### src/design/rsn_pkg.sv
// Shared types and widths for the ray/sphere nearest-hit pipeline.
`timescale 1ns / 1ps
package rsn_pkg;

  localparam int HW = 37;   // h, Q.16 signed
  localparam int CW = 67;   // c, Q.32 signed
  localparam int DW = 74;   // disc, Q.32 signed
  localparam int RW = 73;   // sqrt remainder, unsigned
  localparam int SW = 38;   // sqrt root bits
  localparam int TRW = 78;  // trial subtrahend width

  typedef struct packed {
    logic signed [31:0] origin_x;
    logic signed [31:0] origin_y;
    logic signed [31:0] origin_z;
    logic signed [31:0] dir_x;
    logic signed [31:0] dir_y;
    logic signed [31:0] dir_z;
    logic signed [31:0] center_x;
    logic signed [31:0] center_y;
    logic signed [31:0] center_z;
    logic [30:0]        radius;
  } ray_t;

  typedef struct packed {
    logic               hit;
    logic signed [31:0] point_x;
    logic signed [31:0] point_y;
    logic signed [31:0] point_z;
  } hit_t;

  // one beat moving through the square-root stages
  typedef struct packed {
    logic                 valid;
    logic                 miss;
    logic signed [HW-1:0] h;
    logic [2:0][31:0]     org;
    logic [2:0][31:0]     dir;
    logic [RW-1:0]        rem;
    logic [SW-1:0]        root;
  } sq_t;

endpackage

### src/design/rsn_sqrt_stage.sv
// One bit of the restoring integer square root.
`timescale 1ns / 1ps
module rsn_sqrt_stage
  import rsn_pkg::*;
#(
  parameter int BIT = 0
) (
  input  logic clk,
  input  logic rst,
  input  sq_t  d,
  output sq_t  q
);

  logic [TRW-1:0] trial;
  logic [TRW-1:0] rem_ext;
  logic           take;

  // (2*s + 2^BIT) * 2^BIT; low bits of s are still zero here
  assign trial   = (TRW'(d.root) << (BIT + 1)) | (TRW'(1) << (2 * BIT));
  assign rem_ext = TRW'(d.rem);
  assign take    = rem_ext >= trial;

  always_ff @(posedge clk) begin
    if (rst) begin
      q.valid <= 1'b0;
    end else begin
      q.valid <= d.valid;
    end
    q.miss <= d.miss;
    q.h    <= d.h;
    q.org  <= d.org;
    q.dir  <= d.dir;
    q.rem  <= take ? RW'(rem_ext - trial) : d.rem;
    q.root <= take ? (d.root | (SW'(1) << BIT)) : d.root;
  end

endmodule

### config.mk
export PLATFORM = sky130hd
export DESIGN_NAME = rsn_sqrt_stage
export DESIGN_NICKNAME = d
export VERILOG_FILES = /design/src/design/rsn_pkg.sv /design/src/design/rsn_sqrt_stage.sv
export SDC_FILE = /design/constraint.sdc
export NUM_CORES = 1
export LEC_CHECK = 0
export BUFFER_PORTS_ARGS = -buffer_cell sky130_fd_sc_hd__buf_2
export CAP_MARGIN = 10
export CORE_AREA = 2 2 267 269
export CTS_BUF_LIST = sky130_fd_sc_hd__clkbuf_4 sky130_fd_sc_hd__clkbuf_8
export CTS_CLUSTER_DIAMETER = 120
export DETAILED_ROUTE_END_ITERATION = 16
export DIE_AREA = 0 0 269 271
export GPL_TIMING_DRIVEN = 1
export PLACE_DENSITY = 0.33
export SLEW_MARGIN = 20
export SYNTH_ARGS = -nofsm -noshare
export SYNTH_HDL_FRONTEND = slang
export SYNTH_SLANG_ARGS = --single-unit
### constraint.sdc
create_clock -name clk -period 5.35 [get_ports clk]
set_clock_uncertainty 0.1 [all_clocks]
set_input_delay 0.535 -clock clk [delete_from_list [all_inputs] [get_ports clk]]
set_output_delay 0.535 -clock clk [all_outputs]
set_load 0.05 [all_outputs]
==> results of run 1 <==
-- report_power, final --
group	switching, W	total [W]	leakage (nW)	internal (W)
sequential	0.0000561	0.00280	2.89	0.00274
combinational	0.00120	0.00173	5.69	0.000529
clock	0.00124	0.00304	0.823	0.00179
total	0.00250	0.00757	9.40	0.00506
-- worst max path at each step --
stage                    endpoint  slack [ns]   from
detailed placement  q[43]$_DFF_P_        1.02  d[88]
finish              q[43]$_DFF_P_        1.10  d[88]
global route        q[43]$_DFF_P_         1.0  d[88]
floorplan           q[43]$_DFF_P_        1.81  d[88]
global placement    q[53]$_DFF_P_        1.05  d[88]
CTS                 q[43]$_DFF_P_        1.18  d[88]
-- per-stage QoR --
| stage | cells | hold WS [ns] | power, W | util | setup WS (ns) |
|---|---|---|---|---|---|
| after global routing | 3041 | 0.0326 | 0.00792 | 0.290 | 0.999 |
| after detailed placement | 2577 | 0.539 | 0.00439 | 0.220 | 1.02 |
| after CTS | 3034 | 0.00147 | 0.00773 | 0.290 | 1.18 |
| after floorplan | 979 | 0.463 | 0.00382 | - | 1.81 |
| final | 3045 | 0.0680 | 0.00757 | 0.290 | 1.10 |
| after global placement | 2577 | 0.538 | 0.00440 | 0.220 | 1.05 |
-- cells by family (layout without fill, tap and decap cells) --
kind of cell,Yosys count,in the layout,share of synthesized area
AOI/OAI and AO/OA,184,184,0.108
xor gates and xnor gates,68,68,0.0549
adders and majority gates,40,40,0.0469
buffers and inverters,83,1198,0.0328
DFF,342,342,0.631
muxes,4,4,0.00415
other,0,11,0
and+or+nand+nor,258,258,0.122
-- final cells by class --
class                           instances  share of cell area
Antenna cell                           11             0.00136
Clock buffer                          109              0.0661
Clock inverter                         17              0.0106
Inverter                               46             0.00853
Multi-Input combinational cell        554               0.180
Sequential cell                       342               0.338
Tap cell                              940              0.0581
Timing Repair Buffer                 1026               0.337
-- worst max-delay path, delay by kind of cell --
family | cells | cell delay (ns)
buffers and inverters | 3 | 0.98
and+or+nand+nor | 6 | 2.66
muxes | 1 | 0.36
-- cells in the mapped netlist (3+ instances only) --
master / n
a211oi_1: 10
a21o_1: 9
a21oi_1: 44
a31oi_1: 5
and2_1: 7
and3_1: 5
buf_2: 4
buf_6: 4
clkbuf_1: 26
dfxtp_1: 342
ha_1: 39
inv_1: 46
mux2_1: 4
nand2_1: 81
nand2b_1: 8
nand3_1: 13
nand4_1: 14
nor2_1: 39
nor2b_1: 5
nor3_1: 24
nor3b_1: 3
nor4_1: 22
o2111ai_1: 3
o211ai_1: 3
o21a_1: 11
o21ai_0: 57
o21ai_2: 5
o21bai_1: 5
o31ai_1: 7
or2_2: 6
or3_1: 12
or4_1: 10
xnor2_1: 20
xor2_1: 48
-- per-layer routing --
layer / up-vias / track usage / part of all wire
met4: 12 / 0.0703 / 0.035
met2: 509 / 0.320 / 0.51
met1: 5420 / 0.192 / 0.38
met5: - / 0 / 0.0012
li1: 5525 / - / -
met3: 98 / 0.0482 / 0.074
==> key figures, run 1 <==
Placement
  • HPWL Detailed: 55.1 mm
  • Cell area after placement: 15400 µm²
  • I/O Buffers: approximately 690
  • Placer Congestion: 0.850

Die
  • Core Area: 69800 µm²
  • Cell Rows: 97
  • I/O pins: 686
  • Die area: 72900 µm²
  • Die Y: 271 µm
  • Starting Density: 0.155
  • Die X: between 200 and 300 µm

Worst setup path
  • Max FO, Critical Path: between 70 and 80
  • Worst setup EP type: flop
  • Critical Path RT: 5.76 ns
  • Crit path largest cell delay: about 0.6 ns
  • Setup CP Type: in2reg
  • CP max-delay cell: or4_1
  • Arrival time worst endpoint: between 4 and 5 ns
  • CP Launch Type: input port
  • Crit-path cells: dlygate4sd3_1 -> buf_2 -> or4_1 -> or2_1 -> nand2b_4 -> or3_4 -> or4_1 -> nor3_4 -> buf_12 -> mux2_1
  • Most used cell, CP: or4_1

Route
  • DRT antenna net count: 0
  • DRC violations left: 0
  • Vias per cell: 3.80
  • Final WL: 66.8 mm
  • Initial DRT Pass Iterations: 5
  • Routed length per placed instance: 21.9 µm
  • Initial DRC count: 468
  • Vias: 11564

Finish
  • Fraction of layout cells with a size suffix above 1: 0.401
  • Most common cell after layout, fill and taps aside: buf_2
  • Nets: approximately 2400
  • FF/Latch Area: 6850 µm²
  • Max FFs per register: 342
  • Largest reg by FF count: q
  • Biggest registers after layout: q x342
  • Commonest cells after routing, fill and taps aside: buf_2, dfxtp_1, dlygate4sd3_1
  • Area of the multi-input gates: 3640 µm²
  • Fillers: 7475
  • Area grow syn2layout: 86.7%
  • Post-route cell area: 20200 µm²

STA
  • Crit share post-route: 0.794
  • Slew HR: 0.425
  • Worst-margin pin slew: 0.855 ns
  • Tmin final: 4.25 ns
  • Final Slew Violations: 0
  • Final Hold Viols: 0
  • Fmax achieved: 235 MHz
  • Setup TNS: 0 ns
  • Final setup violation count: 0
  • RSZ-0062 raised after global routing: no

Min path
  • Worst hold endpoint: q[80]$_DFF_P_
  • WHS Path Cells: 2
  • Hold Path Origin: d[80]
  • Hold crit path type: in2reg

Clock tree
  • Num Clock Sinks: 342
  • Setup Buffers After CTS: 0
  • Total CTS buffers: 70
  • CTS root buffer: clkbuf_8
  • H-tree lvl count: 3
  • CTS tree: built
  • # hold bufs at CTS: between 300 and 400
  • CTS Buffer Depth: 3
  • # resized after CTS: 0
  • Clk pin slew, worst setup/hold paths: 0.05 ns

Synthesis
  • Cells after Synth: 979
  • Syn Area/Cell: 11.1 µm²
  • Mapped cell area: 10800 µm²
  • EDFF count, synth: 0
  • Sequential area share after synthesis: 0.631
  • Syn Nets: 1363
  • Area contributors post-synth: dfxtp_1, ha_1, xor2_1, nand2_1, o21ai_0
  • Ys flop type: dfxtp_1
  • YS warnings: 0
  • Yosys top cell area share: 0.631
  • Count of different cell masters after synthesis: between 60 and 70
  • Synth async-reset ratio: 0
  • Seq cells post-synth: approximately 340
  • Leading area contributor after synthesis: dfxtp_1

Global route
  • Global route overflow: 0
  • Vias in the first global route: 12124
  • First-pass GRT wire length: 90.1 mm
  • GRT Total Usage: 0.176
  • Largest net degree at the start of global routing: 76
  • Initial antenna violation count: 19

Power
  • Pwr dens: 374 nW/µm²
  • Peak supply drop: 0.186 mV
  • Leakage: about 9.4 nW

Job
  • Max-Cap Viols: 0

Status
  • Outcome: complete, no violations
Power figures use the tool's default switching activity.
==> inputs of run 2 (changes only) <==
Settings changed: PLACE_DENSITY 0.33 to 0.35.
Clock period 5.35 ns to 3.73 ns, I/O delays scaled along.
==> key figures, run 2 (synthesized netlist as in run 1, its figures left out) <==
Route
  • Final WL: 68.0 mm
  • DRC violations left: 0
  • Initial DRT Pass Iterations: 5
  • DRT antenna net count: 0
  • Initial DRC count: 548
  • Routed length per placed instance: 22.0 µm
  • Vias per cell: 3.80
  • Vias: ~12000

Clock tree
  • Num Clock Sinks: 342
  • Total CTS buffers: 67
  • H-tree lvl count: 3
  • CTS tree: built
  • Clk pin slew, worst setup/hold paths: roughly 0.060 ns
  • CTS Buffer Depth: 3
  • CTS root buffer: clkbuf_8

Finish
  • Most common cell after layout, fill and taps aside: buf_2
  • Biggest registers after layout: q x342
  • Fraction of layout cells with a size suffix above 1: 0.408
  • Fin util: 0.294
  • Commonest cells after routing, fill and taps aside: buf_2, dlygate4sd3_1, dfxtp_1
  • Area grow syn2layout: 89.4%
  • Nets: ~2500
  • Largest reg by FF count: q
  • Max FFs per register: 342

Global route
  • Vias in the first global route: 12480
  • Initial antenna violation count: 29
  • First-pass GRT wire length: 91.9 mm
  • Largest net degree at the start of global routing: 44
  • GRT Total Usage: 0.179
  • Global route overflow: 0

Power
  • Peak supply drop: 0.244 mV
  • Leakage: 9.57 nW
  • Pwr dens: 517 nW/µm²
  • Final Power: roughly 0.011 W

Placement
  • I/O Buffers: 685
  • Placer Congestion: 0.833
  • HPWL Detailed: 55.9 mm

STA
  • Crit share post-route: 0.964
  • WHS: ~0.26 ns
  • Tmin final: 3.60 ns
  • Setup TNS: 0 ns
  • Final Hold Viols: 0
  • Worst-margin pin slew: 0.578 ns
  • Slew HR: 0.614
  • Fmax achieved: 278 MHz
  • Final setup violation count: 0
  • Final Slew Violations: 0
  • RSZ-0062 raised after global routing: no

Die
  • Cell Rows: just under 100
  • I/O pins: about 700
  • Die area: 72900 µm²
  • Die X: between 200 and 300 µm
  • Core Area: about 70000 µm²
  • Starting Density: 0.155
  • Die Y: 271 µm

Worst setup path
  • Max FO, Critical Path: 4
  • Worst setup EP type: flop
  • Arrival time worst endpoint: slightly above 4 ns
  • CP Launch Type: input port
  • Critical Path RT: 4.16 ns
  • Setup CP Type: in2reg

Job
  • Max-Cap Viols: 0

Status
  • Outcome: complete, no violations

Min path
  • Hold crit path type: in2reg
run 2: per-layer routing:
layer	vias to the layer above	part of all wire	wire, µm	track usage
li1	5618	-	-	-
met1	5469	0.38	26100	0.195
met2	508	0.50	33700	0.316
met3	117	0.079	5340	0.0541
met4	20	0.040	2700	0.0788
met5	-	0.0018	120	0
run 2: critical path, stage by stage:
cell           delay (ns)
dlygate4sd3_1        0.53
buf_2                0.12
inv_1                0.04
ha_1                 0.33
a21oi_1              0.30
o21ai_0              0.21
a221oi_1             0.41
a31oi_1              0.16
buf_4                0.19
and3_1               0.27
buf_4                0.20
or2_2                0.35
nor4_1               0.30
xor2_1               0.23
run 2: final timing paths:
| kind | start | end | depth (start not counted) |
|---|---|---|---|
| worst max-delay path | d[5] | q[87]$_DFF_P_ | 14 |
| worst min-delay path | d[78] | q[78]$_DFF_P_ | 3 |
run 2: final cells by class:
class	count	area, µm²
timing repair buffer	1074	7220
clock buffer	100	1250
sequential	342	6850
clock inverter	18	178
tap	940	1180
fill	7412	49300
inverter	46	173
antenna	17	42.5
multi-input combinational	554	3650
run 2: where the power goes:
group	switching [W]	internal, W
registers	0.0000806	0.00393
logic	0.00173	0.000795
clock network	0.00177	0.00231
run 2: timing repair:
action                                  4_1_cts  5_1_grt
hold buffers                                342        0
gates resized for setup                       0        2
endpoints found under the setup margin        0       10
buffers inserted                              0        0
endpoints found under the hold margin       341        0
run 2: per-stage QoR:
stage,area (µm²),cells,setup WS [ns]
final,20500,3091,0.133
after global routing,20500,3088,0.0390
after CTS,20500,3074,0.111
after detailed placement,15600,2614,0.0143
after global placement,15600,2614,-0.0218
after floorplan,10800,979,0.354
==> inputs of run 3 (changes only) <==
Settings changed: CELL_PAD_IN_SITES_DETAIL_PLACEMENT set to 1, CELL_PAD_IN_SITES_GLOBAL_PLACEMENT set to 1, PLACE_DENSITY 0.35 to 0.43.
Clock period 3.73 ns to 3.4 ns, I/O delays scaled along.
==> key figures, run 3 (synthesized netlist as in run 1, its figures left out) <==
Status
  • Outcome: complete, no violations

STA
  • Final Hold Viols: 0
  • Worst-margin pin slew: 0.634 ns
  • RSZ-0062 raised after global routing: no
  • Tmin final: 3.34 ns
  • Fmax achieved: 300 MHz
  • Setup slack after layout: 0.0646 ns
  • Crit share post-route: 0.981
  • Final setup violation count: 0
  • Slew HR: 0.577
  • Final Slew Violations: 0

Worst setup path
  • Setup CP Type: in2reg
  • CP Launch Type: input port
  • Crit-path cells: dlygate4sd3_1 -> buf_2 -> or3_1 -> or4_1 -> or3_4 -> or4_4 -> o31ai_1 -> buf_4 -> nor4_1 -> buf_4 -> xor2_1
  • CP max-delay cell: dlygate4sd3_1
  • Max FO, Critical Path: 9
  • Crit path largest cell delay: about 0.55 ns
  • Worst setup EP type: flop
  • CP Buf/Inv Count: 4
  • Most used cell, CP: buf_4
  • CP top delay family: simple AND/OR/NAND/NOR gates
  • Critical Path RT: around 3.8 ns
  • Arrival time worst endpoint: approximately 3.8 ns

Clock tree
  • H-tree lvl count: 3
  • Total CTS buffers: 70
  • Num Clock Sinks: approximately 340
  • CTS Buffer Depth: 3
  • CTS tree: built
  • CTS root buffer: clkbuf_8
  • Clk pin slew, worst setup/hold paths: 0.06 ns

Finish
  • Fraction of layout cells with a size suffix above 1: 0.431
  • Largest reg by FF count: q
  • Biggest registers after layout: q x342
  • Finished Layout Cells: about 3200
  • Max FFs per register: 342
  • Area grow syn2layout: 97.3%
  • Most common cell after layout, fill and taps aside: buf_2
  • Fillers: roughly 8100
  • Commonest cells after routing, fill and taps aside: buf_2, dlygate4sd3_1, dfxtp_1
  • Nets: 2554

Power
  • Clock share of power: 0.409
  • Peak supply drop: 0.251 mV
  • Pwr dens: ~580 nW/µm²
  • Switching fraction of total power: 0.339
  • Sw power: 0.00423 W
  • Combinational share of power: 0.238
  • Pint: 0.00825 W
  • Sequential power share: 0.354
  • Leakage: approximately 10 nW

Route
  • DRT antenna net count: 0
  • Initial DRT Pass Iterations: 4
  • DRC violations left: 0
  • Vias per cell: 3.91
  • Final WL: 81.3 mm
  • Routed length per placed instance: approximately 26 µm
  • Initial DRC count: 525
  • Vias: 12455

Die
  • I/O pins: 686
  • Die Y: between 200 and 300 µm
  • Die X: 269 µm
  • Core Area: roughly 70000 µm²
  • Cell Rows: 97
  • Die area: 72900 µm²
  • Starting Density: 0.155

Global route
  • Largest net degree at the start of global routing: 56
  • Vias in the first global route: 13937
  • Global route overflow: 0
  • GRT Total Usage: 0.216
  • First-pass GRT wire length: 110 mm
  • Initial antenna violation count: 37

Min path
  • Worst hold endpoint: q[90]$_DFF_P_
  • Hold Path Origin: d[88]
  • WHS Path Cells: 5
  • Hold crit path type: in2reg

Placement
  • Dpl cells: 2693
  • HPWL Detailed: 65.7 mm
  • I/O Buffers: 685
  • Dpl ws: -0.652 ns
  • Placer Congestion: roughly 0.9

Job
  • Max-Cap Viols: 0
==> run 3: cell type report <==
cell class,instances,area (µm²),share of cell area
flip-flops and latches,342,6850,0.320
clock inverters,27,402,0.0188
multi-input cells,554,3660,0.171
repair buffers,1156,7870,0.368
inverters,46,173,0.00807
diodes,23,57.6,0.00269
clock buffers,95,1220,0.0570
well taps,940,1180,0.0550
==> run 3: metal layers <==
metal	track usage	routed length (µm)
met1	0.235	30400
met2	0.367	38800
met3	0.0659	6340
met4	0.132	5610
met5	0	185
==> run 3: metrics by stage <==
step	total power, W	util	hold WS [ns]	setup TNS [ns]	area (µm²)
after global placement	0.00713	0.233	0.342	-6.91	16200
after floorplan	0.00602	-	0.268	0	10800
after CTS	0.0127	0.305	0.0735	0	21300
after detailed placement	0.00712	0.233	0.344	-8.37	16200
final	0.0125	0.307	0.138	0	21400
after global routing	0.0130	0.306	0.100	0	21400
==> run 3: what timing repair did <==
item	in CTS	in global routing
hold endpoints to repair	341	0
gates resized for setup	0	7
setup endpoints to repair	0	31
hold buffers	342	0
setup buffers	0	2
==> run 3: worst max path at each step <==
stage | startpoint | endpoint | slack [ns] | depth (start not counted)
final | d[96] | q[100]$_DFF_P_ | 0.06 | 11
after global routing | d[30] | q[110]$_DFF_P_ | 0.001 | 13
after detailed placement | d[8] | q[96]$_DFF_P_ | -0.65 | 14
after floorplan | d[88] | q[43]$_DFF_P_ | 0.06 | 11
after global placement | d[10] | q[96]$_DFF_P_ | -0.71 | 14
after CTS | d[86] | q[44]$_DFF_P_ | 0.007 | 10
==> run 3: power by group through the flow <==
stage,clock network [W],logic (W),registers [W]
global route,0.00547,0.00312,0.00444
floorplan,0,0.000474,0.00554
global placement,0,0.00263,0.00450
finish,0.00510,0.00296,0.00441
detailed placement,0,0.00263,0.00449
CTS,0.00526,0.00299,0.00442
